$ cat src/udp_client_connection_fsm_top_macros.svh
// Assertion macros shared by the connection state machine RTL.
`ifndef UDP_CLIENT_CONNECTION_FSM_TOP_MACROS_SVH
`define UDP_CLIENT_CONNECTION_FSM_TOP_MACROS_SVH
`ifndef NO_ASSERTIONS
`define UCF_ASSERT(label, clk, rst, prop) \
   label: assert property (@(posedge clk) disable iff (rst) prop) \
      else $error("ucfsm assertion failed");
`define UCF_ASSERT_ALWAYS(label, clk, prop) \
   label: assert property (@(posedge clk) prop) \
      else $error("ucfsm assertion failed");
`else
`define UCF_ASSERT(label, clk, rst, prop)
`define UCF_ASSERT_ALWAYS(label, clk, prop)
`endif
`endif

$ cat src/ucfsm_pkg.sv
// Types, codes and constants of the client connection state machine.
`timescale 1ns / 1ps
`default_nettype none
package ucfsm_pkg;

   localparam int DISCONNECT_BURST_DEFAULT = 10;
   localparam int MAX_SERVERS_DEFAULT      = 32;
   localparam int RES_CAP                  = 11;
   localparam int COUNT_W                  = 4;
   localparam int QUEUE_DEPTH              = 2;
   localparam int MS_PER_S                 = 1000;
   localparam int ATTEMPT_BACKOFF_MS       = 1000;
   localparam int CFG_MS_W                 = 26;

   localparam logic signed [32:0] TIME_RESET_MS = -33'sd1000000;

   localparam logic [CFG_MS_W-1:0] TIMEOUT_MS_RESET  = 26'd0;
   localparam logic [CFG_MS_W-1:0] LIFETIME_MS_RESET = 26'd30000;
   localparam logic [5:0]          SERVER_COUNT_RESET = 6'd1;
   localparam logic [15:0]         RESEND_MS_RESET   = 16'd100;

   localparam logic [3:0] ST_EXPIRED      = 4'd0;
   localparam logic [3:0] ST_INVALID      = 4'd1;
   localparam logic [3:0] ST_TIMED_OUT    = 4'd2;
   localparam logic [3:0] ST_REQ_TIMEOUT  = 4'd3;
   localparam logic [3:0] ST_RESP_TIMEOUT = 4'd4;
   localparam logic [3:0] ST_DENIED       = 4'd5;
   localparam logic [3:0] ST_DISCONNECTED = 4'd6;
   localparam logic [3:0] ST_REQUESTING   = 4'd7;
   localparam logic [3:0] ST_RESPONDING   = 4'd8;
   localparam logic [3:0] ST_CONNECTED    = 4'd9;

   typedef enum logic [9:0] {
      CS_EXPIRED      = 10'b00_0000_0001,
      CS_INVALID      = 10'b00_0000_0010,
      CS_TIMED_OUT    = 10'b00_0000_0100,
      CS_REQ_TIMEOUT  = 10'b00_0000_1000,
      CS_RESP_TIMEOUT = 10'b00_0001_0000,
      CS_DENIED       = 10'b00_0010_0000,
      CS_DISCONNECTED = 10'b00_0100_0000,
      CS_REQUESTING   = 10'b00_1000_0000,
      CS_RESPONDING   = 10'b01_0000_0000,
      CS_CONNECTED    = 10'b10_0000_0000
   } conn_state_type;

   typedef enum logic [2:0] {
      SEND_NONE       = 3'd0,
      SEND_REQUEST    = 3'd1,
      SEND_RESPONSE   = 3'd2,
      SEND_KEEPALIVE  = 3'd3,
      SEND_DISCONNECT = 3'd4
   } send_kind_type;

   typedef enum logic [1:0] {
      REQ_TICK       = 2'd0,
      REQ_PACKET     = 2'd1,
      REQ_CONNECT    = 2'd2,
      REQ_DISCONNECT = 2'd3
   } req_kind_type;

   typedef enum logic [2:0] {
      PK_DENIED      = 3'd0,
      PK_CHALLENGE   = 3'd1,
      PK_KEEPALIVE   = 3'd2,
      PK_PAYLOAD     = 3'd3,
      PK_PASSTHROUGH = 3'd4,
      PK_DISCONNECT  = 3'd5
   } packet_kind_type;

   typedef enum logic [1:0] {
      CSR_TIMEOUT      = 2'd0,
      CSR_LIFETIME     = 2'd1,
      CSR_SERVER_COUNT = 2'd2,
      CSR_RESEND       = 2'd3
   } csr_index_type;

   // One queue entry: everything the back end needs to emit an item's results.
   typedef struct packed {
      send_kind_type        send_kind;
      logic [COUNT_W-1:0]   count;
      logic [3:0]           state_now;
      logic [4:0]           server_slot;
      logic                 packet_taken;
      logic                 forward_data;
      logic [7:0]           client_slot;
      logic [7:0]           client_total;
      logic [63:0]          challenge;
   } rsp_desc_type;

   function automatic logic [3:0] state_code(conn_state_type s);
      logic [3:0] code;
      unique case (s)
         CS_EXPIRED:      code = ST_EXPIRED;
         CS_INVALID:      code = ST_INVALID;
         CS_TIMED_OUT:    code = ST_TIMED_OUT;
         CS_REQ_TIMEOUT:  code = ST_REQ_TIMEOUT;
         CS_RESP_TIMEOUT: code = ST_RESP_TIMEOUT;
         CS_DENIED:       code = ST_DENIED;
         CS_DISCONNECTED: code = ST_DISCONNECTED;
         CS_REQUESTING:   code = ST_REQUESTING;
         CS_RESPONDING:   code = ST_RESPONDING;
         CS_CONNECTED:    code = ST_CONNECTED;
         default:         code = ST_DISCONNECTED;
      endcase
      return code;
   endfunction

endpackage
`default_nettype wire

$ cat src/ucfsm_front.sv
// Front end: config registers, connection state and per-item decisions.
`timescale 1ns / 1ps
`default_nettype none
`include "udp_client_connection_fsm_top_macros.svh"
module ucfsm_front #(
   parameter int DISCONNECT_BURST = ucfsm_pkg::DISCONNECT_BURST_DEFAULT,
   parameter int MAX_SERVERS      = ucfsm_pkg::MAX_SERVERS_DEFAULT
) (
   input  wire logic                   clock,
   input  wire logic                   reset,
   input  wire logic                   csr_wr_en,
   input  wire logic [1:0]             csr_index,
   input  wire logic [15:0]            csr_wr_data,
   input  wire logic                   accept,
   input  wire logic [1:0]             req_type,
   input  wire logic [31:0]            req_now_ms,
   input  wire logic [2:0]             req_packet_kind,
   input  wire logic                   req_from_server,
   input  wire logic [63:0]            req_challenge_sequence,
   input  wire logic [7:0]             req_slot_index,
   input  wire logic [7:0]             req_slot_total,
   input  wire logic                   req_token_valid,
   output logic                        push,
   output ucfsm_pkg::rsp_desc_type     desc
);
   import ucfsm_pkg::*;

   localparam int BURST_RES = (DISCONNECT_BURST < RES_CAP) ? DISCONNECT_BURST : RES_CAP;

   logic [CFG_MS_W-1:0] timeout_ms_ff, timeout_ms_in, lifetime_ms_ff, lifetime_ms_in;
   logic [5:0]          server_count_ff, server_count_in;
   logic [15:0]         resend_ms_ff, resend_ms_in;

   conn_state_type      state_ff, state_in, target_ff, target_in, drop_dest;
   logic [4:0]          index_ff, index_in;
   logic [31:0]         start_ff, start_in, now_ff, now_in, now_cur;
   logic signed [32:0]  send_ff, send_in, recv_ff, recv_in;
   logic                pending_ff, pending_in;
   logic [63:0]         chal_ff, chal_in, chal_out;
   logic [7:0]          slot_ff, slot_in, total_ff, total_in;

   logic signed [34:0]  t_wide, send_wide, recv_wide, start_wide;
   logic signed [34:0]  resend_wide, timeout_wide, lifetime_wide;
   logic                active, resend_due, silent, expired, more_servers;
   logic [5:0]          eff_count, next_index;
   logic                do_drop, do_burst, do_next, begin_att, drop_fires, burst_fired;
   logic                taken, fwd;
   send_kind_type       send_kind;
   req_kind_type        req_kind;
   packet_kind_type     pkt_kind;

   assign req_kind = req_kind_type'(req_type);
   assign pkt_kind = packet_kind_type'(req_packet_kind);
   assign now_cur  = (req_kind == REQ_TICK) ? req_now_ms : now_ff;

   // 35-bit signed compares cover every time difference without wrap
   assign t_wide        = {3'b000, now_cur};
   assign send_wide     = {{2{send_ff[32]}}, send_ff};
   assign recv_wide     = {{2{recv_ff[32]}}, recv_ff};
   assign start_wide    = {3'b000, start_ff};
   assign resend_wide   = {19'd0, resend_ms_ff};
   assign timeout_wide  = {9'd0, timeout_ms_ff};
   assign lifetime_wide = {9'd0, lifetime_ms_ff};

   assign active     = (state_ff == CS_REQUESTING) || (state_ff == CS_RESPONDING) ||
                       (state_ff == CS_CONNECTED);
   assign resend_due = (t_wide - send_wide) > resend_wide;
   assign silent     = (timeout_ms_ff != '0) && ((recv_wide + timeout_wide) < t_wide);
   assign expired    = (t_wide - start_wide) >= lifetime_wide;

   assign eff_count    = (server_count_ff > 6'(MAX_SERVERS)) ? 6'(MAX_SERVERS) : server_count_ff;
   assign next_index   = {1'b0, index_ff} + 6'd1;
   assign more_servers = next_index < eff_count;

   always_comb begin
      timeout_ms_in   = timeout_ms_ff;
      lifetime_ms_in  = lifetime_ms_ff;
      server_count_in = server_count_ff;
      resend_ms_in    = resend_ms_ff;
      if (csr_wr_en) begin
         unique case (csr_index_type'(csr_index))
            CSR_TIMEOUT:      timeout_ms_in  = CFG_MS_W'(32'(csr_wr_data) * 32'(MS_PER_S));
            CSR_LIFETIME:     lifetime_ms_in = CFG_MS_W'(32'(csr_wr_data) * 32'(MS_PER_S));
            CSR_SERVER_COUNT: server_count_in = csr_wr_data[5:0];
            CSR_RESEND:       resend_ms_in   = csr_wr_data;
            default:          resend_ms_in   = resend_ms_ff;
         endcase
      end
   end

   // decide what the item does
   always_comb begin
      do_drop   = 1'b0;
      do_burst  = 1'b0;
      do_next   = 1'b0;
      drop_dest = CS_DISCONNECTED;
      send_kind = SEND_NONE;
      chal_out  = '0;
      if (accept) begin
         unique case (req_kind)
            REQ_TICK: begin
               if (active && resend_due) begin
                  if (state_ff == CS_REQUESTING) begin
                     send_kind = SEND_REQUEST;
                  end else if (state_ff == CS_RESPONDING) begin
                     send_kind = SEND_RESPONSE;
                     chal_out  = chal_ff;
                  end else begin
                     send_kind = SEND_KEEPALIVE;
                  end
               end
               priority if (((state_ff == CS_REQUESTING) || (state_ff == CS_RESPONDING))
                            && expired) begin
                  do_drop   = 1'b1;
                  drop_dest = CS_EXPIRED;
               end else if (pending_ff) begin
                  if (more_servers) begin
                     do_next = 1'b1;
                  end else begin
                     do_drop   = 1'b1;
                     drop_dest = target_ff;
                  end
               end else if (silent) begin
                  if (state_ff == CS_CONNECTED) begin
                     do_drop   = 1'b1;
                     drop_dest = CS_TIMED_OUT;
                  end else if (more_servers && (state_ff == CS_REQUESTING ||
                                                state_ff == CS_RESPONDING)) begin
                     do_next = 1'b1;
                  end else if (state_ff == CS_REQUESTING) begin
                     do_drop   = 1'b1;
                     drop_dest = CS_REQ_TIMEOUT;
                  end else if (state_ff == CS_RESPONDING) begin
                     do_drop   = 1'b1;
                     drop_dest = CS_RESP_TIMEOUT;
                  end
               end else begin
               end
            end
            REQ_PACKET: begin
            end
            REQ_CONNECT, REQ_DISCONNECT: begin
               do_drop  = 1'b1;
               do_burst = 1'b1;
            end
            default: begin
            end
         endcase
      end
   end

   assign drop_fires  = do_drop && active && (state_ff != drop_dest);
   assign burst_fired = drop_fires && do_burst;

   // apply the decisions to the state
   always_comb begin
      state_in   = state_ff;
      target_in  = target_ff;
      index_in   = index_ff;
      start_in   = start_ff;
      now_in     = now_ff;
      send_in    = send_ff;
      recv_in    = recv_ff;
      pending_in = pending_ff;
      chal_in    = chal_ff;
      slot_in    = slot_ff;
      total_in   = total_ff;
      taken      = 1'b0;
      fwd        = 1'b0;
      begin_att  = 1'b0;
      if (accept) begin
         if (req_kind == REQ_TICK) begin
            now_in = req_now_ms;
            if (send_kind != SEND_NONE) begin
               send_in = {1'b0, req_now_ms};
            end
         end
         if (req_kind == REQ_PACKET && req_from_server) begin
            unique case (pkt_kind)
               PK_DENIED: begin
                  if (state_ff == CS_REQUESTING || state_ff == CS_RESPONDING) begin
                     pending_in = 1'b1;
                     target_in  = CS_DENIED;
                     recv_in    = {1'b0, now_ff};
                     taken      = 1'b1;
                  end
               end
               PK_CHALLENGE: begin
                  if (state_ff == CS_REQUESTING) begin
                     chal_in  = req_challenge_sequence;
                     recv_in  = {1'b0, now_ff};
                     state_in = CS_RESPONDING;
                     taken    = 1'b1;
                  end
               end
               PK_KEEPALIVE: begin
                  if (state_ff == CS_CONNECTED) begin
                     recv_in = {1'b0, now_ff};
                     taken   = 1'b1;
                  end else if (state_ff == CS_RESPONDING) begin
                     recv_in  = {1'b0, now_ff};
                     slot_in  = req_slot_index;
                     total_in = req_slot_total;
                     state_in = CS_CONNECTED;
                     taken    = 1'b1;
                  end
               end
               PK_PAYLOAD, PK_PASSTHROUGH: begin
                  if (state_ff == CS_CONNECTED) begin
                     recv_in = {1'b0, now_ff};
                     taken   = 1'b1;
                     fwd     = 1'b1;
                  end
               end
               PK_DISCONNECT: begin
                  if (state_ff == CS_CONNECTED) begin
                     pending_in = 1'b1;
                     target_in  = CS_DISCONNECTED;
                     recv_in    = {1'b0, now_ff};
                     taken      = 1'b1;
                  end
               end
               default: begin
               end
            endcase
         end
         if (drop_fires) begin
            slot_in   = '0;
            total_in  = '0;
            index_in  = '0;
            state_in  = drop_dest;
            begin_att = 1'b1;
         end
         if (do_next) begin
            index_in  = next_index[4:0];
            state_in  = CS_REQUESTING;
            begin_att = 1'b1;
         end
         if (req_kind == REQ_CONNECT) begin
            if (!req_token_valid) begin
               state_in = CS_INVALID;
            end else begin
               index_in  = '0;
               state_in  = CS_REQUESTING;
               begin_att = 1'b1;
            end
         end
         if (begin_att) begin
            start_in   = now_cur;
            send_in    = $signed({1'b0, now_cur}) - 33'(ATTEMPT_BACKOFF_MS);
            recv_in    = {1'b0, now_cur};
            pending_in = 1'b0;
            target_in  = CS_DISCONNECTED;
            chal_in    = '0;
         end
      end
   end

   always_ff @(posedge clock) begin
      if (reset) begin
         timeout_ms_ff   <= TIMEOUT_MS_RESET;
         lifetime_ms_ff  <= LIFETIME_MS_RESET;
         server_count_ff <= SERVER_COUNT_RESET;
         resend_ms_ff    <= RESEND_MS_RESET;
         state_ff        <= CS_DISCONNECTED;
         target_ff       <= CS_DISCONNECTED;
         index_ff        <= '0;
         start_ff        <= '0;
         now_ff          <= '0;
         send_ff         <= TIME_RESET_MS;
         recv_ff         <= TIME_RESET_MS;
         pending_ff      <= 1'b0;
         chal_ff         <= '0;
         slot_ff         <= '0;
         total_ff        <= '0;
      end else begin
         timeout_ms_ff   <= timeout_ms_in;
         lifetime_ms_ff  <= lifetime_ms_in;
         server_count_ff <= server_count_in;
         resend_ms_ff    <= resend_ms_in;
         state_ff        <= state_in;
         target_ff       <= target_in;
         index_ff        <= index_in;
         start_ff        <= start_in;
         now_ff          <= now_in;
         send_ff         <= send_in;
         recv_ff         <= recv_in;
         pending_ff      <= pending_in;
         chal_ff         <= chal_in;
         slot_ff         <= slot_in;
         total_ff        <= total_in;
      end
   end

   assign push = accept;

   always_comb begin
      desc.send_kind    = burst_fired ? SEND_DISCONNECT : send_kind;
      desc.count        = burst_fired ? COUNT_W'(BURST_RES) : COUNT_W'(1);
      desc.state_now    = state_code(state_in);
      desc.server_slot  = index_in;
      desc.packet_taken = taken;
      desc.forward_data = fwd;
      desc.client_slot  = slot_in;
      desc.client_total = total_in;
      desc.challenge    = chal_out;
   end

   // a pending disconnect only lives while a connection attempt is active
   `UCF_ASSERT(a_pending_active, clock, reset, pending_ff |-> active)

endmodule
`default_nettype wire

$ cat src/ucfsm_queue.sv
// Short queue of result descriptors between front and back end.
`timescale 1ns / 1ps
`default_nettype none
`include "udp_client_connection_fsm_top_macros.svh"
module ucfsm_queue (
   input  wire logic                    clock,
   input  wire logic                    reset,
   input  wire logic                    push,
   input  wire ucfsm_pkg::rsp_desc_type push_desc,
   output logic                         full,
   output logic                         head_valid,
   output ucfsm_pkg::rsp_desc_type      head_desc,
   input  wire logic                    pop
);
   import ucfsm_pkg::*;

   localparam int PTR_W = (QUEUE_DEPTH > 1) ? $clog2(QUEUE_DEPTH) : 1;
   localparam int CNT_W = $clog2(QUEUE_DEPTH + 1);

   rsp_desc_type       entry_ff [QUEUE_DEPTH];
   logic [PTR_W-1:0]   wr_ptr_ff, wr_ptr_in, rd_ptr_ff, rd_ptr_in;
   logic [CNT_W-1:0]   count_ff, count_in;

   assign full       = (count_ff == CNT_W'(QUEUE_DEPTH));
   assign head_valid = (count_ff != '0);
   assign head_desc  = entry_ff[rd_ptr_ff];

   always_comb begin
      wr_ptr_in = wr_ptr_ff;
      rd_ptr_in = rd_ptr_ff;
      count_in  = count_ff;
      if (push) begin
         wr_ptr_in = (wr_ptr_ff == PTR_W'(QUEUE_DEPTH - 1)) ? '0 : wr_ptr_ff + PTR_W'(1);
      end
      if (pop) begin
         rd_ptr_in = (rd_ptr_ff == PTR_W'(QUEUE_DEPTH - 1)) ? '0 : rd_ptr_ff + PTR_W'(1);
      end
      if (push && !pop) begin
         count_in = count_ff + CNT_W'(1);
      end else if (pop && !push) begin
         count_in = count_ff - CNT_W'(1);
      end
   end

   always_ff @(posedge clock) begin
      if (push) begin
         entry_ff[wr_ptr_ff] <= push_desc;
      end
   end

   always_ff @(posedge clock) begin
      if (reset) begin
         wr_ptr_ff <= '0;
         rd_ptr_ff <= '0;
         count_ff  <= '0;
      end else begin
         wr_ptr_ff <= wr_ptr_in;
         rd_ptr_ff <= rd_ptr_in;
         count_ff  <= count_in;
      end
   end

   `UCF_ASSERT(a_no_overflow, clock, reset, !(push && full))
   `UCF_ASSERT(a_no_underflow, clock, reset, !(pop && !head_valid))

endmodule
`default_nettype wire

$ cat src/ucfsm_back.sv
// Back end: expands queued descriptors into result items on the output register.
`timescale 1ns / 1ps
`default_nettype none
`include "udp_client_connection_fsm_top_macros.svh"
module ucfsm_back (
   input  wire logic                    clock,
   input  wire logic                    reset,
   input  wire logic                    head_valid,
   input  wire ucfsm_pkg::rsp_desc_type head_desc,
   output logic                         pop,
   output logic                         rsp_valid,
   input  wire logic                    rsp_stall,
   output logic [2:0]                   rsp_send_kind,
   output logic [3:0]                   rsp_state_now,
   output logic [4:0]                   rsp_server_slot,
   output logic                         rsp_packet_taken,
   output logic                         rsp_forward_data,
   output logic [7:0]                   rsp_client_slot,
   output logic [7:0]                   rsp_client_total,
   output logic [63:0]                  rsp_challenge_out,
   output logic                         rsp_last
);
   import ucfsm_pkg::*;

   rsp_desc_type        desc_ff, desc_in;
   logic [COUNT_W-1:0]  remain_ff, remain_in;
   logic                valid_ff, valid_in;
   logic                take, final_item;

   assign final_item = (remain_ff == COUNT_W'(1));
   assign take       = valid_ff && !rsp_stall;
   assign pop        = head_valid && (!valid_ff || (take && final_item));

   always_comb begin
      desc_in   = desc_ff;
      remain_in = remain_ff;
      valid_in  = valid_ff;
      if (pop) begin
         desc_in   = head_desc;
         remain_in = head_desc.count;
         valid_in  = 1'b1;
      end else if (take) begin
         remain_in = remain_ff - COUNT_W'(1);
         if (final_item) begin
            valid_in = 1'b0;
         end
      end
   end

   always_ff @(posedge clock) begin
      desc_ff <= desc_in;
   end

   always_ff @(posedge clock) begin
      if (reset) begin
         valid_ff  <= 1'b0;
         remain_ff <= '0;
      end else begin
         valid_ff  <= valid_in;
         remain_ff <= remain_in;
      end
   end

   assign rsp_valid         = valid_ff;
   assign rsp_send_kind     = desc_ff.send_kind;
   assign rsp_state_now     = desc_ff.state_now;
   assign rsp_server_slot   = desc_ff.server_slot;
   assign rsp_packet_taken  = desc_ff.packet_taken;
   assign rsp_forward_data  = desc_ff.forward_data;
   assign rsp_client_slot   = desc_ff.client_slot;
   assign rsp_client_total  = desc_ff.client_total;
   assign rsp_challenge_out = desc_ff.challenge;
   assign rsp_last          = final_item;

   `UCF_ASSERT(a_valid_has_items, clock, reset, valid_ff |-> (remain_ff != '0))
   `UCF_ASSERT_ALWAYS(a_reset_clears_valid, clock, reset |=> !valid_ff)

endmodule
`default_nettype wire

$ cat src/udp_client_connection_fsm_top.sv
// An accepted item enters the descriptor queue, then the back end's output
// register, where rsp_stall can hold it. Throughput: one item per cycle while
// the queue is not full; results leave one per cycle unless stalled, so a
// disconnect burst of min(DISCONNECT_BURST, 11) results holds the output
// port while the two-entry descriptor queue absorbs following items. Reset:
// synchronous; state disconnected, registers default, queue and output empty.
`timescale 1ns / 1ps
`default_nettype none
module udp_client_connection_fsm_top #(
   parameter int DISCONNECT_BURST = ucfsm_pkg::DISCONNECT_BURST_DEFAULT,
   parameter int MAX_SERVERS      = ucfsm_pkg::MAX_SERVERS_DEFAULT
) (
   input  wire logic        clock,
   input  wire logic        reset,
   input  wire logic        csr_wr_en,
   input  wire logic [1:0]  csr_index,
   input  wire logic [15:0] csr_wr_data,
   input  wire logic        req_valid,
   output logic             req_stall,
   input  wire logic [1:0]  req_type,
   input  wire logic [31:0] req_now_ms,
   input  wire logic [2:0]  req_packet_kind,
   input  wire logic        req_from_server,
   input  wire logic [63:0] req_challenge_sequence,
   input  wire logic [7:0]  req_slot_index,
   input  wire logic [7:0]  req_slot_total,
   input  wire logic        req_token_valid,
   output logic             rsp_valid,
   input  wire logic        rsp_stall,
   output logic [2:0]       rsp_send_kind,
   output logic [3:0]       rsp_state_now,
   output logic [4:0]       rsp_server_slot,
   output logic             rsp_packet_taken,
   output logic             rsp_forward_data,
   output logic [7:0]       rsp_client_slot,
   output logic [7:0]       rsp_client_total,
   output logic [63:0]      rsp_challenge_out,
   output logic             rsp_last
);
   import ucfsm_pkg::*;

   rsp_desc_type push_desc, head_desc;
   logic         push, full, head_valid, pop, accept;

   assign req_stall = full;
   assign accept    = req_valid && !full;

   ucfsm_front #(
      .DISCONNECT_BURST (DISCONNECT_BURST),
      .MAX_SERVERS      (MAX_SERVERS)
   ) u_front (
      .clock                  (clock),
      .reset                  (reset),
      .csr_wr_en              (csr_wr_en),
      .csr_index              (csr_index),
      .csr_wr_data            (csr_wr_data),
      .accept                 (accept),
      .req_type               (req_type),
      .req_now_ms             (req_now_ms),
      .req_packet_kind        (req_packet_kind),
      .req_from_server        (req_from_server),
      .req_challenge_sequence (req_challenge_sequence),
      .req_slot_index         (req_slot_index),
      .req_slot_total         (req_slot_total),
      .req_token_valid        (req_token_valid),
      .push                   (push),
      .desc                   (push_desc)
   );

   ucfsm_queue u_queue (
      .clock      (clock),
      .reset      (reset),
      .push       (push),
      .push_desc  (push_desc),
      .full       (full),
      .head_valid (head_valid),
      .head_desc  (head_desc),
      .pop        (pop)
   );

   ucfsm_back u_back (
      .clock             (clock),
      .reset             (reset),
      .head_valid        (head_valid),
      .head_desc         (head_desc),
      .pop               (pop),
      .rsp_valid         (rsp_valid),
      .rsp_stall         (rsp_stall),
      .rsp_send_kind     (rsp_send_kind),
      .rsp_state_now     (rsp_state_now),
      .rsp_server_slot   (rsp_server_slot),
      .rsp_packet_taken  (rsp_packet_taken),
      .rsp_forward_data  (rsp_forward_data),
      .rsp_client_slot   (rsp_client_slot),
      .rsp_client_total  (rsp_client_total),
      .rsp_challenge_out (rsp_challenge_out),
      .rsp_last          (rsp_last)
   );

endmodule
`default_nettype wire

$ cat config.mk
export PLATFORM = sky130hd
export DESIGN_NAME = udp_client_connection_fsm_top
export DESIGN_NICKNAME = d
export VERILOG_FILES = /design/src/ucfsm_pkg.sv /design/src/ucfsm_front.sv /design/src/ucfsm_queue.sv /design/src/ucfsm_back.sv /design/src/udp_client_connection_fsm_top.sv
export VERILOG_INCLUDE_DIRS = /design/src /design/src/src
export SDC_FILE = /design/constraint.sdc
export NUM_CORES = 1
export LEC_CHECK = 0
export BUFFER_PORTS_ARGS = -buffer_cell sky130_fd_sc_hd__buf_2
export CAP_MARGIN = 20
export CORE_MARGIN = 2
export CORE_UTILIZATION = 55
export CTS_CLUSTER_DIAMETER = 50
export DETAILED_ROUTE_END_ITERATION = 10
export PLACE_DENSITY = 0.74
export SYNTH_ARGS = -nofsm -noshare
export SYNTH_HDL_FRONTEND = slang
export SYNTH_SLANG_ARGS = --single-unit
$ cat constraint.sdc
create_clock -name clock -period 10.4 [get_ports clock]
set_input_delay 1.04 -clock clock [delete_from_list [all_inputs] [get_ports clock]]
set_output_delay 1.04 -clock clock [all_outputs]
set_load 0.02 [all_outputs]
==> key figures <==
Outcome
  – Outcome: complete, no violations

Setup path
  – Critical path arrival: 9.13 ns
  – Crit path to: u_front.chal_ff[9]$_SDFFE_PP0P_
  – Origin of the worst setup path: req_type[1]
  – WS Path Type: in -> reg
  – Worst stage delay on the critical path: 0.56 ns
  – Worst endpoint required time: 10.86 ns
  – Worst Path Max Fanout: 31
  – Flop2flop setup slack: 2.63 ns
  – Crit path capture type: register
  – CP dominant cell by count: a21oi_1
  – Setup crit start kind: input port
  – Critical R2R Capture: u_front.chal_ff[9]$_SDFFE_PP0P_
  – Critical-path top delay cell: a211o_1
  – FF-to-FF path depth: 32
  – R2r startpoint: u_front.now_ff[0]$_SDFFE_PP0P_

GRT
  – GRT Residual Overflow: 0
  – Overall Global Routing Usage: 27.2%
  – Largest net degree at the start of global routing: 128
  – Initial antenna violation count: 6
  – Vias in the first global route: 24156
  – First-pass GRT wire length: 130000 um

Logic synthesis
  – Syn. warnings: 0
  – Synthesized-area fraction occupied by adder cells: 12.1%
  – Post-Syn Area: 32300 um2
  – Synth top area cells: edfxtp_1, dfxtp_1, ha_1
  – Synth Flop Type: dfxtp_1
  – Net Count, Synth: 3695
  – Syn_area_per_cell: 9.86 um2
  – Largest family of logic cells by synthesized area: compound AO/OA/AOI/OAI gates
  – Synth Register Bits: 590
  – Cell taking the most area after synthesis: edfxtp_1
  – Synth Instances: 3276
  – Synth Area in Simple Gates: 14.6%
  – Synth top area share: 26.4%
  – Post-synth EDFFs: 284
  – Xor/xnor share of the synthesized area: 3.39%
  – Fraction of registers with async set/reset: 0%
  – Compound-Gate Fraction of Synth Area: 14.9%
  – Mux contribution to synthesized area: 5.31%
  – Register area share after synthesis: 45.4%
  – Synth cell types: 91

Power
  – Sw Pwr: 2.91 mW
  – Leak: 14.9 nW
  – Peak supply drop: 0.182 mV
  – Clk network pwr share: 30.2%
  – Final Power: 8.37 mW
  – Switching part of the total power: 34.8%
  – PD cells: 228 nW/um2
  – Seq pwr share: 36.5%
  – Gate power share: 33.3%
  – Internal Power: 5.46 mW

Placement
  – Port Buf Inserts: 238
  – Placer congestion estimate: 0.961
  – Placement Setup Slack: 1.21 ns
  – Post-DP HPWL: 59300 um
  – Post-DP Area: 34300 um2
  – Placed Instances: 4175

Detailed routing
  – 1st-pass router iterations: 5
  – Post-DR wirelength/cell: 19.2 um
  – DRT Wirelength: 82600 um
  – DRT antenna net count: 0
  – Starting DRT DRC Count: 1604
  – DRC: 0
  – Via density: 5.74
  – Via count: 24754

Floorplanning
  – Die X: 246 um
  – Starting Density: 55.7%
  – Die Height: 246 um
  – DIE AREA: 60700 um2
  – CORE AREA: 57900 um2
  – Num rows: 88
  – # IOs: 239

STA
  – Tmin final: 8.67 ns
  – Worst hold margin: 0.455 ns
  – Final Cycle Share: 83.4%
  – Final number of max-transition violations: 0
  – Final setup margin: 1.73 ns
  – Finish-stage setup viols: 0
  – Maximum clock frequency: 0.115 GHz
  – Setup TNS: 0 ns
  – Slew HR: 34.6%
  – Hold Fails Final Rpt: 0
  – Worst Tran Pin Value: 0.980 ns
  – Clk_skew: 0.0252 ns
  – RSZ-0062 raised after global routing: false

Finish
  – Layout cells sized above 1: 15.4%
  – Nets: 3904
  – Layout Cells excl Fill: 4310
  – Post-route core utilization: 63.4%
  – Filler instances: 4787
  – Area growth, synth to finish: 13.6%
  – Design area: 36700 um2

Hold path
  – Hold Crit Depth: 2
  – Hold WC Path Type: reg -> reg

CTS
  – CTS buffer count: 72
  – CTS clk-pin slew, worst paths: 0.06 ns
  – Root Driver: clkbuf_16
  – TritonCTS Sinks: 590
  – H-tree lvl count: 3
  – Setup Fix Bufs, Post-CTS: 0
  – Max clock buf depth: 3
  – Resized cells post-CTS: 0
  – Hold-fix buffers at CTS: 0
  – TritonCTS clock tree: yes
  – Clock Latency Late Sink: 0.62 ns

Job
  – Max-cap violations: 0
-- cell families after synthesis --
logic type / count (synthesis)
multiplexers: 159
AND/OR/NAND/NOR: 1032
flip-flops: 590
AO/OA/AOI/OAI: 737
adder cells (fa/ha/maj): 277
XOR/XNOR: 125
buffers and inverters: 356
-- power groups by stage --
stage	sequential, mW	combinational, mW	clock [mW]
final	3.05	2.79	2.53
after global placement	3.08	2.73	0
after CTS	3.06	2.80	2.57
after detailed placement	3.10	2.77	0
after floorplan	3.26	1.80	0
after global routing	3.08	3.10	2.66
-- worst min-delay path by stage --
stage / startpoint / to
after global routing: u_front.resend_ms_ff[11]$_SDFFE_PP0P_ / u_front.resend_ms_ff[11]$_SDFFE_PP0P_
after detailed placement: u_front.resend_ms_ff[11]$_SDFFE_PP0P_ / u_front.resend_ms_ff[11]$_SDFFE_PP0P_
final: u_front.resend_ms_ff[11]$_SDFFE_PP0P_ / u_front.resend_ms_ff[11]$_SDFFE_PP0P_
after floorplan: u_front.send_ff[5]$_SDFFE_PP0P_ / u_front.send_ff[5]$_SDFFE_PP0P_
after global placement: u_front.send_ff[5]$_SDFFE_PP0P_ / u_front.send_ff[5]$_SDFFE_PP0P_
after CTS: u_front.lifetime_ms_ff[9]$_SDFFE_PP0P_ / u_front.lifetime_ms_ff[9]$_SDFFE_PP0P_
-- registers in the layout, indices dropped and copies added, names as in the netlist, 2 cells and up, named ones only --
signal                    cells
u_queue.entry_ff            190
u_back.rsp_challenge_out     64
u_front.chal_ff              64
u_front.recv_ff              33
u_front.send_ff              33
u_front.now_ff               32
u_front.start_ff             32
u_front.lifetime_ms_ff       23
u_front.timeout_ms_ff        23
u_front.resend_ms_ff         16
u_front.state_ff             10
u_back.rsp_client_slot        8
u_back.rsp_client_total       8
u_front.slot_ff               8
u_front.total_ff              8
u_front.server_count_ff       6
u_back.rsp_server_slot        5
u_front.index_ff              5
u_back.remain_ff              4
u_back.rsp_state_now          4
u_back.rsp_send_kind          3
u_front.target_ff             2
u_queue.count_ff              2
-- metal layers --
layer / wire (um) / share of wire, % / global-route usage [%] / vias up
met1: 35300 / 43 / 35.6 / 11859
li1: - / - / - / 12077
met4: 2790 / 3.4 / 10.6 / 2
met5: 8 / 0.0097 / 0 / -
met3: 4550 / 5.5 / 3.55 / 142
met2: 40000 / 48 / 46.0 / 674
-- area by class of cell --
class	count	area, um2	share of cell area, %
multi-input combinational	2330	16300	44.5
sequential	590	14700	40.0
clock buffer	90	1920	5.23
timing repair buffer	280	1550	4.23
tap	765	957	2.61
inverter	211	796	2.17
clock inverter	41	485	1.32
antenna	3	7.51	0.0205
-- cells in the mapped netlist (all sizes together), types with 98 or more instances --
| master | n |
|---|---|
| dfxtp | 306 |
| inv | 211 |
| xnor2 | 98 |
| nor2 | 232 |
| nand2 | 411 |
| a21oi | 300 |
| nand3 | 103 |
| o21ai | 98 |
| mux2 | 98 |
| edfxtp | 284 |
| ha | 220 |
| clkbuf | 102 |
-- layout by cell type, fill, tap and decap left out, drive strengths merged, types with 7 or more instances in the layout --
cell type and count:
nand2 411, dfxtp 306, a21oi 300, edfxtp 284, buf 279, nor2 232, ha 220, inv 219
nand3 103, xnor2 98, mux2 98, o21ai 98, and2 92, clkbuf 91, a211oi 79, mux2i 61
fa 57, nor3 54, a21o 44, o211ai 38, o21a 32, nand4 30, xor2 27, a22o 20
clkinv 19, nand2b 18, nor2b 18, a31oi 17, o21bai 15, a211o 15, nor4 14, or3 12
and3 9, a21boi 8, nand3b 7, clkinvlp 7, bufinv 7, o31ai 7, a31o 7
-- worst max-delay path: cells and delay by family --
family / cells / cell delay (ns)
fa+ha+maj: 2 / 0.69
buf+inv: 4 / 1.11
xor+xnor: 1 / 0.12
compound gates: 17 / 3.72
mux: 1 / 0.44
simple gates: 8 / 1.94
Power figures use the tool's default switching activity.
